## src/plle_pkg.sv

```systemverilog
// ----------------------------------------------------------------------------
// plle_pkg: shared definitions for the positional list engine
// Operation and status codes, the per-cell command set and the control
// bundle that is broadcast along the row of value cells.
// ----------------------------------------------------------------------------
package plle_pkg;

    // default sizing
    localparam int CAPACITY_DEF   = 32;
    localparam int DATA_WIDTH_DEF = 32;

    // fixed field widths
    localparam int OP_W     = 3;
    localparam int POS_W    = 6;
    localparam int VAL_W    = 32;
    localparam int STATUS_W = 2;
    localparam int COUNT_W  = 6;

    // cell index width, sized for the largest supported pool of 64 entries
    localparam int MAX_IDX_W = 6;

    // operation codes
    typedef enum logic [OP_W-1:0] {
        OP_INS_HEAD = 3'd0,
        OP_APPEND   = 3'd1,
        OP_INS_POS  = 3'd2,
        OP_DEL_POS  = 3'd3,
        OP_LIST     = 3'd4
    } t_op;

    // status codes
    typedef enum logic [STATUS_W-1:0] {
        ST_OK    = 2'd0,
        ST_FULL  = 2'd1,
        ST_RANGE = 2'd2,
        ST_EMPTY = 2'd3
    } t_status;

    // what every cell does this cycle
    typedef enum logic [1:0] {
        CMD_HOLD   = 2'd0,
        CMD_INSERT = 2'd1,
        CMD_DELETE = 2'd2,
        CMD_ROTATE = 2'd3
    } t_cell_cmd;

    // broadcast control: command and 0-based target cell
    typedef struct packed {
        t_cell_cmd              cmd;
        logic [MAX_IDX_W-1:0]   target;
    } t_cell_ctl;

endpackage

```

## src/plle_cell.sv

```systemverilog
// ----------------------------------------------------------------------------
// plle_cell: one slot of the ordered value row
// Holds the value at list position IDX+1. On insert, cells at and beyond
// the target move one place towards the tail; on delete, cells at and
// beyond the target take their right-hand neighbour's value, and on rotate every cell does.
// ----------------------------------------------------------------------------
module plle_cell #(
    parameter int DATA_WIDTH = plle_pkg::DATA_WIDTH_DEF,
    parameter int IDX        = 0
) (
    input  logic                  i_clk,
    input  plle_pkg::t_cell_ctl   i_ctl,
    input  logic [DATA_WIDTH-1:0] i_left,
    input  logic [DATA_WIDTH-1:0] i_right,
    input  logic [DATA_WIDTH-1:0] i_new,
    output logic [DATA_WIDTH-1:0] o_value
);
    import plle_pkg::*;

    localparam logic [MAX_IDX_W-1:0] MY_IDX = MAX_IDX_W'(IDX);

    logic [DATA_WIDTH-1:0] r_value;
    logic [DATA_WIDTH-1:0] n_value;

    // next value from own command and position relative to the target
    always_comb begin
        n_value = r_value;
        unique case (i_ctl.cmd)
            CMD_INSERT: begin
                if (MY_IDX == i_ctl.target) begin
                    n_value = i_new;
                end else if (MY_IDX > i_ctl.target) begin
                    n_value = i_left;
                end
            end
            CMD_DELETE: begin
                if (MY_IDX >= i_ctl.target) begin
                    n_value = i_right;
                end
            end
            CMD_ROTATE: n_value = i_right;
            default:    n_value = r_value;
        endcase
    end

    always_ff @(posedge i_clk) begin
        r_value <= n_value;
    end

    assign o_value = r_value;

endmodule

```

## src/positional_linked_list_engine_core.sv

```systemverilog
// ----------------------------------------------------------------------------
// positional_linked_list_engine_core: ordered list of signed values
// Input channel (i_in_valid / o_in_stall) carries operation, position and
// value; output channel (o_out_valid / i_out_stall) returns status, item
// value, item position, entry count and a last flag per result.
// The list lives in a ring of CAPACITY cells, cell k holding position k+1.
// Insert at head/tail/position and delete at position are done by every
// cell shifting at once: the result is registered together with the shift
// and a new item can be taken right after it unless the output stalls.
// List walks the ring by rotating it one cell per cycle while the receiver
// does not stall, for CAPACITY steps (so the order is restored at the end),
// emitting one result per entry in the first count steps.
// Reset empties the list and clears the output valid flag; stored values are
// not cleared. When the receiver stalls, the output register holds its
// transfer and the rotation pauses; o_in_stall stays high until the block
// is idle and the output register can take a new result.
// ----------------------------------------------------------------------------
module positional_linked_list_engine_core #(
    parameter int CAPACITY   = plle_pkg::CAPACITY_DEF,
    parameter int DATA_WIDTH = plle_pkg::DATA_WIDTH_DEF
) (
    input  logic                          i_clk,
    input  logic                          i_rst_n,
    // input channel
    input  logic                          i_in_valid,
    output logic                          o_in_stall,
    input  logic [plle_pkg::OP_W-1:0]     i_operation,
    input  logic [plle_pkg::POS_W-1:0]    i_position,
    input  logic signed [plle_pkg::VAL_W-1:0] i_value,
    // output channel
    output logic                          o_out_valid,
    input  logic                          i_out_stall,
    output logic [plle_pkg::STATUS_W-1:0] o_status,
    output logic signed [plle_pkg::VAL_W-1:0] o_item_value,
    output logic [plle_pkg::POS_W-1:0]    o_item_position,
    output logic [plle_pkg::COUNT_W-1:0]  o_entry_count,
    output logic                          o_last
);
    import plle_pkg::*;

    localparam int IW = (CAPACITY > 1) ? $clog2(CAPACITY) : 1;
    localparam int CW = $clog2(CAPACITY + 1);
    localparam int PW = ((CW > POS_W) ? CW : POS_W) + 1;
    localparam logic [CW-1:0] CAP_CNT  = CW'(CAPACITY);
    localparam logic [IW-1:0] LAST_IDX = IW'(CAPACITY - 1);

    typedef enum logic {
        S_IDLE,
        S_LIST
    } t_state;

    t_state                r_state;
    logic [CW-1:0]         r_count;
    logic [IW-1:0]         r_k;
    logic                  r_out_valid;
    logic [STATUS_W-1:0]   r_status;
    logic [VAL_W-1:0]      r_item_value;
    logic [POS_W-1:0]      r_item_pos;
    logic [COUNT_W-1:0]    r_entry_count;
    logic                  r_last;

    logic                  w_out_free;
    logic                  w_in_accept;
    t_cell_ctl             w_ctl;
    logic                  w_emit;
    t_status               w_status;
    logic [VAL_W-1:0]      w_emit_value;
    logic [POS_W-1:0]      w_emit_pos;
    logic                  w_emit_last;
    logic [CW-1:0]         w_count_nx;
    logic                  w_go_list;
    logic [PW-1:0]         w_pos_x;
    logic [PW-1:0]         w_cnt_x;
    logic [PW-1:0]         w_k_inc;
    logic                  w_full;
    logic                  w_ins_range_ok;
    logic                  w_del_range_ok;
    logic [MAX_IDX_W-1:0]  w_pos_target;
    logic [DATA_WIDTH-1:0] w_new_value;
    logic [DATA_WIDTH-1:0] w_cell_val [CAPACITY];

    // handshake
    assign w_out_free  = !r_out_valid || !i_out_stall;
    assign o_in_stall  = !((r_state == S_IDLE) && w_out_free);
    assign w_in_accept = i_in_valid && !o_in_stall;

    // range checks on widened operands
    assign w_pos_x        = PW'(i_position);
    assign w_cnt_x        = PW'(r_count);
    assign w_k_inc        = PW'(r_k) + PW'(1);
    assign w_full         = (r_count == CAP_CNT);
    assign w_ins_range_ok = (w_pos_x != '0) && (w_pos_x <= w_cnt_x + PW'(1));
    assign w_del_range_ok = (w_pos_x != '0) && (w_pos_x <= w_cnt_x);
    assign w_pos_target   = MAX_IDX_W'(i_position - POS_W'(1));
    assign w_new_value    = DATA_WIDTH'(i_value);

    // operation decode and list walk control
    always_comb begin
        w_ctl.cmd    = CMD_HOLD;
        w_ctl.target = '0;
        w_emit       = 1'b0;
        w_status     = ST_OK;
        w_emit_value = '0;
        w_emit_pos   = '0;
        w_emit_last  = 1'b1;
        w_count_nx   = r_count;
        w_go_list    = 1'b0;
        if (r_state == S_IDLE) begin
            if (w_in_accept) begin
                unique case (t_op'(i_operation))
                    OP_INS_HEAD, OP_APPEND, OP_INS_POS: begin
                        w_emit = 1'b1;
                        if (w_full) begin
                            w_status = ST_FULL;
                        end else if ((t_op'(i_operation) == OP_INS_POS)
                                     && !w_ins_range_ok) begin
                            w_status = ST_RANGE;
                        end else begin
                            w_ctl.cmd = CMD_INSERT;
                            if (t_op'(i_operation) == OP_INS_HEAD) begin
                                w_ctl.target = '0;
                            end else if (t_op'(i_operation) == OP_APPEND) begin
                                w_ctl.target = MAX_IDX_W'(r_count);
                            end else begin
                                w_ctl.target = w_pos_target;
                            end
                            w_count_nx = r_count + CW'(1);
                        end
                    end
                    OP_DEL_POS: begin
                        w_emit = 1'b1;
                        if (r_count == '0) begin
                            w_status = ST_EMPTY;
                        end else if (!w_del_range_ok) begin
                            w_status = ST_RANGE;
                        end else begin
                            w_ctl.cmd    = CMD_DELETE;
                            w_ctl.target = w_pos_target;
                            w_emit_value = VAL_W'($signed(
                                w_cell_val[w_pos_target[IW-1:0]]));
                            w_count_nx   = r_count - CW'(1);
                        end
                    end
                    OP_LIST: begin
                        if (r_count == '0) begin
                            w_emit   = 1'b1;
                            w_status = ST_EMPTY;
                        end else begin
                            w_go_list = 1'b1;
                        end
                    end
                    default: w_emit = 1'b0;
                endcase
            end
        end else if (w_out_free) begin
            // one rotation step; only the first count steps give a result
            w_ctl.cmd = CMD_ROTATE;
            if (PW'(r_k) < w_cnt_x) begin
                w_emit       = 1'b1;
                w_emit_value = VAL_W'($signed(w_cell_val[0]));
                w_emit_pos   = w_k_inc[POS_W-1:0];
                w_emit_last  = (w_k_inc == w_cnt_x);
            end
        end
    end

    // state, count and output register
    always_ff @(posedge i_clk) begin
        if (!i_rst_n) begin
            r_state     <= S_IDLE;
            r_count     <= '0;
            r_k         <= '0;
            r_out_valid <= 1'b0;
        end else begin
            r_count <= w_count_nx;
            unique case (r_state)
                S_IDLE: begin
                    if (w_go_list) begin
                        r_state <= S_LIST;
                        r_k     <= '0;
                    end
                end
                S_LIST: begin
                    if (w_out_free) begin
                        r_k <= r_k + IW'(1);
                        if (r_k == LAST_IDX) begin
                            r_state <= S_IDLE;
                        end
                    end
                end
                default: r_state <= S_IDLE;
            endcase
            if (w_emit) begin
                r_out_valid   <= 1'b1;
                r_status      <= w_status;
                r_item_value  <= w_emit_value;
                r_item_pos    <= w_emit_pos;
                r_entry_count <= COUNT_W'(PW'(w_count_nx));
                r_last        <= w_emit_last;
            end else if (!i_out_stall) begin
                r_out_valid <= 1'b0;
            end
        end
    end

    // ring of value cells
    for (genvar g = 0; g < CAPACITY; g++) begin : g_cell
        plle_cell #(
            .DATA_WIDTH (DATA_WIDTH),
            .IDX        (g)
        ) u_cell (
            .i_clk   (i_clk),
            .i_ctl   (w_ctl),
            .i_left  ((g == 0) ? '0 : w_cell_val[(g == 0) ? 0 : g - 1]),
            .i_right (w_cell_val[(g + 1) % CAPACITY]),
            .i_new   (w_new_value),
            .o_value (w_cell_val[g])
        );
    end

    assign o_out_valid     = r_out_valid;
    assign o_status        = r_status;
    assign o_item_value    = r_item_value;
    assign o_item_position = r_item_pos;
    assign o_entry_count   = r_entry_count;
    assign o_last          = r_last;

`ifndef SYNTH
    // the count never goes beyond the pool
    a_count_bound: assert property (@(posedge i_clk) disable iff (!i_rst_n)
        r_count <= CAP_CNT)
        else $error("entry count beyond capacity");

    // a successful head insert grows the list by exactly one
    a_insert_grows: assert property (@(posedge i_clk) disable iff (!i_rst_n)
        (w_in_accept && (i_operation == OP_INS_HEAD) && !w_full)
        |=> (r_count == $past(r_count) + CW'(1)))
        else $error("insert did not grow the list");

    // only a list walk gives results that are not the last
    a_nonlast_from_list: assert property (@(posedge i_clk) disable iff (!i_rst_n)
        (o_out_valid && !o_last) |-> (r_state == S_LIST))
        else $error("non-final result outside a list walk");

    // the walk ends after the final rotation step
    a_list_ends: assert property (@(posedge i_clk) disable iff (!i_rst_n)
        ((r_state == S_LIST) && w_out_free && (r_k == LAST_IDX))
        |=> (r_state == S_IDLE))
        else $error("list walk did not finish");
`endif

endmodule
```

## config.mk

```make
export PLATFORM = sky130hd
export DESIGN_NAME = positional_linked_list_engine_core
export DESIGN_NICKNAME = d
export VERILOG_FILES = /design/src/plle_pkg.sv /design/src/plle_cell.sv /design/src/positional_linked_list_engine_core.sv
export SDC_FILE = /design/constraint.sdc
export NUM_CORES = 2
export LEC_CHECK = 0
export ABC_AREA = 1
export BUFFER_PORTS_ARGS = -buffer_cell sky130_fd_sc_hd__clkbuf_2
export CAP_MARGIN = 15
export CELL_PAD_IN_SITES_DETAIL_PLACEMENT = 1
export CELL_PAD_IN_SITES_GLOBAL_PLACEMENT = 1
export CORE_MARGIN = 2
export CORE_UTILIZATION = 44
export CTS_BUF_LIST = sky130_fd_sc_hd__clkbuf_4 sky130_fd_sc_hd__clkbuf_8 sky130_fd_sc_hd__clkbuf_16
export DETAILED_ROUTE_END_ITERATION = 6
export PLACE_DENSITY = 0.79
export SETUP_SLACK_MARGIN = 0.02
export SKIP_CTS_REPAIR_TIMING = 1
export SYNTH_ARGS = -nofsm -noshare
export SYNTH_HDL_FRONTEND = slang
export SYNTH_SLANG_ARGS = --single-unit
```

## constraint.sdc

```tcl
create_clock -name i_clk -period 9.1 [get_ports i_clk]
set_clock_uncertainty 0.1 [all_clocks]
set_input_delay 1.365 -clock i_clk [delete_from_list [all_inputs] [get_ports i_clk]]
set_output_delay 1.365 -clock i_clk [all_outputs]
set_load 0.02 [all_outputs]
```

# Yosys cells after proc, flatten, opt, wreduce, memory -nomap -nowiden
# Cells that the tools add are included.
word_totals:
  regBits: 1084
  ram_bits: 0
  mem_bits_ro: 0
  n_memories: 0
  latch_bits: 0
  elab_cells: 460
op_classes:
  muxes: 181
  eq_ne: 108
  n_bitwise: 3
  div_mod_pow: 0
  order_cmp: 68
  multipliers: 0
  n_shift: 0
  n_reduce_logical: 53
  addsub: 6
op_table:
  columns: ["operator", "n"]
  rows:
  - ["two-way mux 32 bit", 105]
  - ["one-hot mux 32 bit (3 select lines)", 32]
  - ["binary-select mux 32 bit (select 5 bit)", 1]
  - ["AND reduction 3 bit", 33]
  - ["== test 5 x 6 -> 1 bit, first input constant", 16]
  - [">= comparator 5 x 6 -> 1 bit, first input constant", 16]
  - ["> comparator 5 x 6 -> 1 bit, first input constant", 16]
  - ["!= test 3 x 1 -> 1 bit, second input constant", 32]
  - ["!= test 2 x 1 -> 1 bit, second input constant", 34]
  - ["two-way mux 6 bit", 9]
  - ["== test 4 x 6 -> 1 bit, first input constant", 8]
  - [">= comparator 4 x 6 -> 1 bit, first input constant", 8]
  - ["> comparator 4 x 6 -> 1 bit, first input constant", 8]
  - ["== test 3 x 6 -> 1 bit, first input constant", 4]
  - [">= comparator 3 x 6 -> 1 bit, first input constant", 4]
  - ["> comparator 3 x 6 -> 1 bit, first input constant", 4]
  - ["two-way mux 8 bit", 3]
  - ["one-hot mux 8 bit (2 select lines)", 1]
  - ["two-way mux 1 bit", 14]
  - ["two-way mux 2 bit", 7]
  - ["two-way mux 7 bit", 2]
  - ["== test 2 x 6 -> 1 bit, first input constant", 2]
  - [">= comparator 1 x 6 -> 1 bit, first input constant", 2]
  - [">= comparator 2 x 6 -> 1 bit, first input constant", 2]
  - ["other kinds (39)", 56]

# Longest topological paths before layout
depth:
  depth_word: 14
  depth_mapped: 24

# By module
# Synthesis repeated with hierarchy kept, for this count alone.
hier_totals:
  hier_cells: 11647
  hier_area_um2: 80522.2
by_module_without_submodules:
  columns: ["mod", "area_per_inst_um2", "cells_per_inst", "seq_area_each_um2", "n_inst"]
  rows:
  - ["positional_linked_list_engine_core", 13386.6, 2489, 1671.6, 1]
  - ["plle_cell (g_cell[4].u_cell ...)", 2113.3, 286, 960.9, 2]
  - ["plle_cell (g_cell[16].u_cell ...)", 2108.3, 285, 960.9, 2]
  - ["plle_cell (g_cell[11].u_cell ...)", 2082.0, 286, 960.9, 2]
  - ["plle_cell (g_cell[6].u_cell)", 2162.1, 290, 960.9, 1]
  - ["plle_cell (g_cell[5].u_cell)", 2139.6, 289, 960.9, 1]
  - ["plle_cell (g_cell[10].u_cell)", 2132.0, 290, 960.9, 1]
  - ["plle_cell (g_cell[20].u_cell)", 2124.5, 290, 960.9, 1]
  - ["plle_cell (g_cell[28].u_cell)", 2120.8, 286, 960.9, 1]
  - ["plle_cell (g_cell[21].u_cell)", 2118.3, 287, 960.9, 1]
  - ["plle_cell (g_cell[22].u_cell)", 2118.3, 291, 960.9, 1]
  - ["plle_cell (g_cell[9].u_cell)", 2118.3, 289, 960.9, 1]
  - ["plle_cell (g_cell[26].u_cell)", 2112.0, 288, 960.9, 1]
  - ["plle_cell (g_cell[2].u_cell)", 2112.0, 286, 960.9, 1]
  - ["16 more rows", null, null, null, null]

# Least setup slack after synthesis
# Ideal clock, no wire load.
synth_path:
  kind: "input to register"
  start: "in i_position[0] (netlist name)"
  end: "reg g_cell[14].u_cell.r_value[0] (enable)"
  required_time_ps: 8579
  slack_ps: 2230
  setup_ps: 421
  stages: 16
  path_buffers: 2
  t_arrival_ps: 6349
  cell_sequence: "inv_2 > clkbuf_1 > clkbuf_1 > ha_1 > nand3b_1 > nand2_1 > nand2_1 > nor2_4 > nand2_1 > nand2_1 > inv_1 > nand2_1 > inv_1 > nor2_1 > inv_1 > nor2_1"
synth_via:
  elab_chain_cells: 12
  elab_cells_between_ends: 28
synth_lines:
  columns: ["item", "line", "text"]
  rows:
  - ["start: declaration", "positional_linked_list_engine_core.sv:28", "input logic [plle_pkg::POS_W-1:0] i_position,"]
  - ["branches (longest 6 deep; another with subtractor 6 x 1 -> 6 bit)", null, null]
  - ["one-hot mux 8 bit (2 select lines) (*)", "positional_linked_list_engine_core.sv:110", "unique case (t_op'(i_operation))"]
  - ["two-way mux 8 bit (*)", "positional_linked_list_engine_core.sv:109", "if (w_in_accept) begin"]
  - ["two-way mux 6 bit / two-way mux 2 bit (equally long branches)", "positional_linked_list_engine_core.sv:108", "if (r_state == S_IDLE) begin"]
  - ["> comparator 4 x 6 -> 1 bit, or another cell as far along", "plle_cell.sv:32", "end else if (MY_IDX > i_ctl.target) begin"]
  - ["!= test 3 x 1 -> 1 bit (no line), or another cell as far along", null, null]
  - ["AND reduction 3 bit (no line) (*)", null, null]
  - ["end signal: assignment", "plle_cell.sv:47", "r_value <= n_value;"]
  - ["end: declaration", "plle_cell.sv:22", "logic [DATA_WIDTH-1:0] r_value;"]
# Mark *: on every way between the ends.
# A chain may end at the register's enable or synchronous reset.

# Worst setup path in the final report
layout_path:
  start: "in i_position[0] (netlist name)"
  end: "reg g_cell[11].u_cell.r_value[23] (data pin)"
layout_via:
  elab_chain_cells: 12
  elab_cells_between_ends: 24
layout_lines:
  columns: ["item", "line", "text"]
  rows:
  - ["branches (longest 6 deep; another with subtractor 6 x 1 -> 6 bit)", null, null]
  - ["one-hot mux 8 bit (2 select lines) (*)", "positional_linked_list_engine_core.sv:110", null]
  - ["two-way mux 8 bit (*)", "positional_linked_list_engine_core.sv:109", null]
  - ["two-way mux 6 bit", "positional_linked_list_engine_core.sv:108", null]
  - ["== test 4 x 6 -> 1 bit", "plle_cell.sv:30", "if (MY_IDX == i_ctl.target) begin"]
  - ["two-way mux 32 bit", "plle_cell.sv:30", null]
  - ["one-hot mux 32 bit (3 select lines) (*)", "plle_cell.sv:28", "unique case (i_ctl.cmd)"]
  - ["via g_cell[11].u_cell.n_value[23]", "plle_cell.sv:23", "logic [DATA_WIDTH-1:0] n_value;"]
  - ["end signal: assignment", "plle_cell.sv:47", null]
  - ["end: declaration", "plle_cell.sv:22", null]
# Mark *: on every way through the listed nets, which the timed path passes.

==> results by group <==
Cells and area
  – Finished Cell Area: just under 80000 µm²
  – Core Util, Final: 47.6%
  – Nets@finish: around 9600
  – Synth-to-Final Area Change: 7.72%
  – Fillers: 20600
  – Non-Filler Instances: 11800
  – Layout cells sized above 1: under 10%

CTS
  – Root Driver: clkbuf_16
  – Worst-Skew Late Latency: around 0.81 ns
  – Sink Count: 1084
  – Worst-path clk slew: 0.06 ns
  – CTS tree: done
  – H-Tree Level Count: 4
  – CTS Buf Count: around 140
  – Max clock buf depth: 3

Yosys
  – Synth Instances: 9978
  – Yosys warning count: 0
  – Ranking of synthesized cells by area: edfxtp_1, nand2_1, nand3_1, inv_1, o21ai_0
  – Async S/R FF share, synth: 0%
  – Top FF cell, synth: edfxtp_1
  – Synthesized area: 71900 µm²
  – Synth Register Bits: about 1100
  – Distinct cells, synth: 45
  – Yosys top cell by area: edfxtp_1
  – Number of synthesized flops with an enable pin: 1071
  – Average size of a mapped cell: 7.20 µm²
  – Seq/Total Area, Yosys: between 40% and 50%
  – Mapped Nets: 10000
  – Share of the synthesized area in the top cell type: between 40% and 50%

Place
  – Placed Area: 73000 µm²
  – Gpl congestion: 0.962
  – DP HPWL: 210000 µm
  – Port-buffer cells: 93
  – Placed insts: 11500

Setup path
  – Peak fanout along the critical path: 190
  – CP required: 9.64 ns
  – Startpoint types: input pin
  – Arr. time, crit path: 7.30 ns
  – CP Class: in -> reg
  – Type of destination of the critical path: flop

Power
  – Worst vdd ir: 0.158 mV
  – Leak: 34.6 nW
  – PwrDens: 188 nW/µm²

Floorplan
  – Ports: 94
  – Die X: just over 400 µm
  – Die Span Y: approximately 410 µm
  – Number of core rows: 148
  – Core ar.: about 160000 µm²
  – Initial Util: 44.2%
  – Die ar.: 167000 µm²

Route
  – 1st-iter DRT viols: 10800
  – Vias: about 74000
  – DRT antenna net count: 0
  – 1st-pass router iterations: 6
  – Routed WL per cell: ~28 µm
  – Routed wire length: between 300000 and 400000 µm
  – DRC: 0
  – Vias per std cell: 6.27

STA
  – RSZ-0062 raised after global routing: no
  – Worst Tran Pin Value: 1.40 ns
  – Final Cycle Share: ~74%
  – Max transition margin: 6.78%
  – Max-slew violation count: 0
  – Final setup fails: 0
  – Achievable clock frequency: 0.148 GHz
  – Min Tclk post-route: 6.76 ns
  – Setup Total Neg Slack: 0 ns
  – Hold Worst Slack: 0.441 ns
  – Final hold violation count: 0

Global routing
  – First-pass GRT wire length: roughly 480000 µm
  – Largest net degree at the start of global routing: 207
  – GRT Overall Usage: 38.3%
  – Vias in the first global route: around 70000
  – Grt total ovfl: 0
  – Initial antenna violation count: 12

Min path
  – Hold WC Path Type: reg -> reg

Job
  – Max cap viols: 0

Status
  – Status: complete, no violations
-- layout by cell type, fill, tap and decap left out, drive strengths merged, types with 2 or more instances in the layout --
master  instances
a21oi         345
o22ai          34
nand4          73
nor2          453
dfxtp          13
edfxtp       1071
ha             23
nand3        1955
o211ai        130
inv          1085
clkinv         67
and2            2
xor2            8
o31ai          32
bufinv          3
o221ai        129
nor3b           3
a211oi          6
xnor2           2
nor3            6
nand2        3176
o21ai         536
buf           178
clkbuf        273
-- worst paths after layout --
kind / startpoint / endpoint / slack (ns) / depth (start not counted)
setup / recovery: i_position[0] / g_cell[11].u_cell.o_value[23]$_DFFE_PP_ / 2.34 / 16
hold / removal: g_cell[11].u_cell.o_value[3]$_DFFE_PP_ / g_cell[10].u_cell.o_value[3]$_DFFE_PP_ / 0.44 / 2
setup reg to reg: r_count[2]$_SDFF_PN0_ / g_cell[11].u_cell.o_value[23]$_DFFE_PP_ / 2.73 / 16
hold reg to reg: g_cell[11].u_cell.o_value[3]$_DFFE_PP_ / g_cell[10].u_cell.o_value[3]$_DFFE_PP_ / 0.44 / 2
-- cells by family (layout without fill, tap and decap cells) --
kind of cell               Yosys count  count (layout)  synth area share (%)
AOI/OAI and AO/OA                 1220            1220                  9.86
xor gates and xnor gates            10              10                 0.122
adders and majority gates           23              23                 0.400
buffers and inverters             1972            1607                  11.0
DFF                               1084            1084                  45.1
other                                0               1                     0
and+or+nand+nor                   5669            5669                  33.5
-- final cells by class --
class	count	area, µm²	share of cell area [%]
diodes	1	2.50	0.00323
clock buffers	181	3930	5.07
clock inverters	58	387	0.499
inverters	1098	4140	5.35
multi-input cells	6922	31800	41.0
flip-flops and latches	1084	32400	41.9
well taps	2175	2720	3.51
repair buffers	270	2060	2.66
-- worst max-delay path, cell delays in order --
cell and delay (ns):
buf_8 0.40, inv_6 0.41, ha_1 0.39, nor2_1 0.09
o21ai_0 0.07, nand3_1 0.08, nand2_1 0.10, nand2_1 0.18
nor2_4 0.10, nand2_1 0.13, nand2_4 0.47, inv_8 0.87
buf_12 0.62, buf_4 0.86, nand3_1 0.19, nand2_1 0.11
-- registers in the layout, indices dropped and copies added, names as in the netlist, 2 cells and up --
register	count
g_cell.u_cell.o_value	1024
o_entry_count	6
o_item_position	6
o_item_value	32
o_status	2
r_count	6
r_k	5
-- through the flow --
stage          setup WS (ns)  power, mW
2_1_floorplan           2.23       7.93
3_3_place_gp            1.92       8.98
3_5_place_dp            1.80       9.07
4_1_cts                 2.60       14.5
5_1_grt                 2.21       15.0
6_report                2.34       14.6
-- layer usage --
| metal | wire, µm | vias to the layer above | track usage [%] |
|---|---|---|---|
| met4 | 19000 | 8 | 19.5 |
| met1 | 130000 | 36000 | 52.8 |
| met3 | 43600 | 820 | 10.6 |
| li1 | - | 32200 | - |
| met2 | 137000 | 4880 | 54.8 |
| met5 | 57 | - | 0 |
-- report_power, final --
part	internal (mW)	switching, mW
registers	6.05	0.316
clock network	3.11	2.33
logic	0.638	2.13
total	9.81	4.78
-- cell usage after synthesis (all sizes together) (2+ instances only) --
cell	number
clkinv	3
o21ai	536
nand2	3176
edfxtp	1071
and2	2
xnor2	2
inv	1095
a211oi	6
o31ai	32
dfxtp	13
ha	23
nand3	1955
clkbuf	545
nor3b	3
nor3	6
xor2	8
o211ai	130
nor2	453
o22ai	34
nand4	73
o221ai	129
buf	329
a21oi	345
Power figures use the tool's default switching activity.
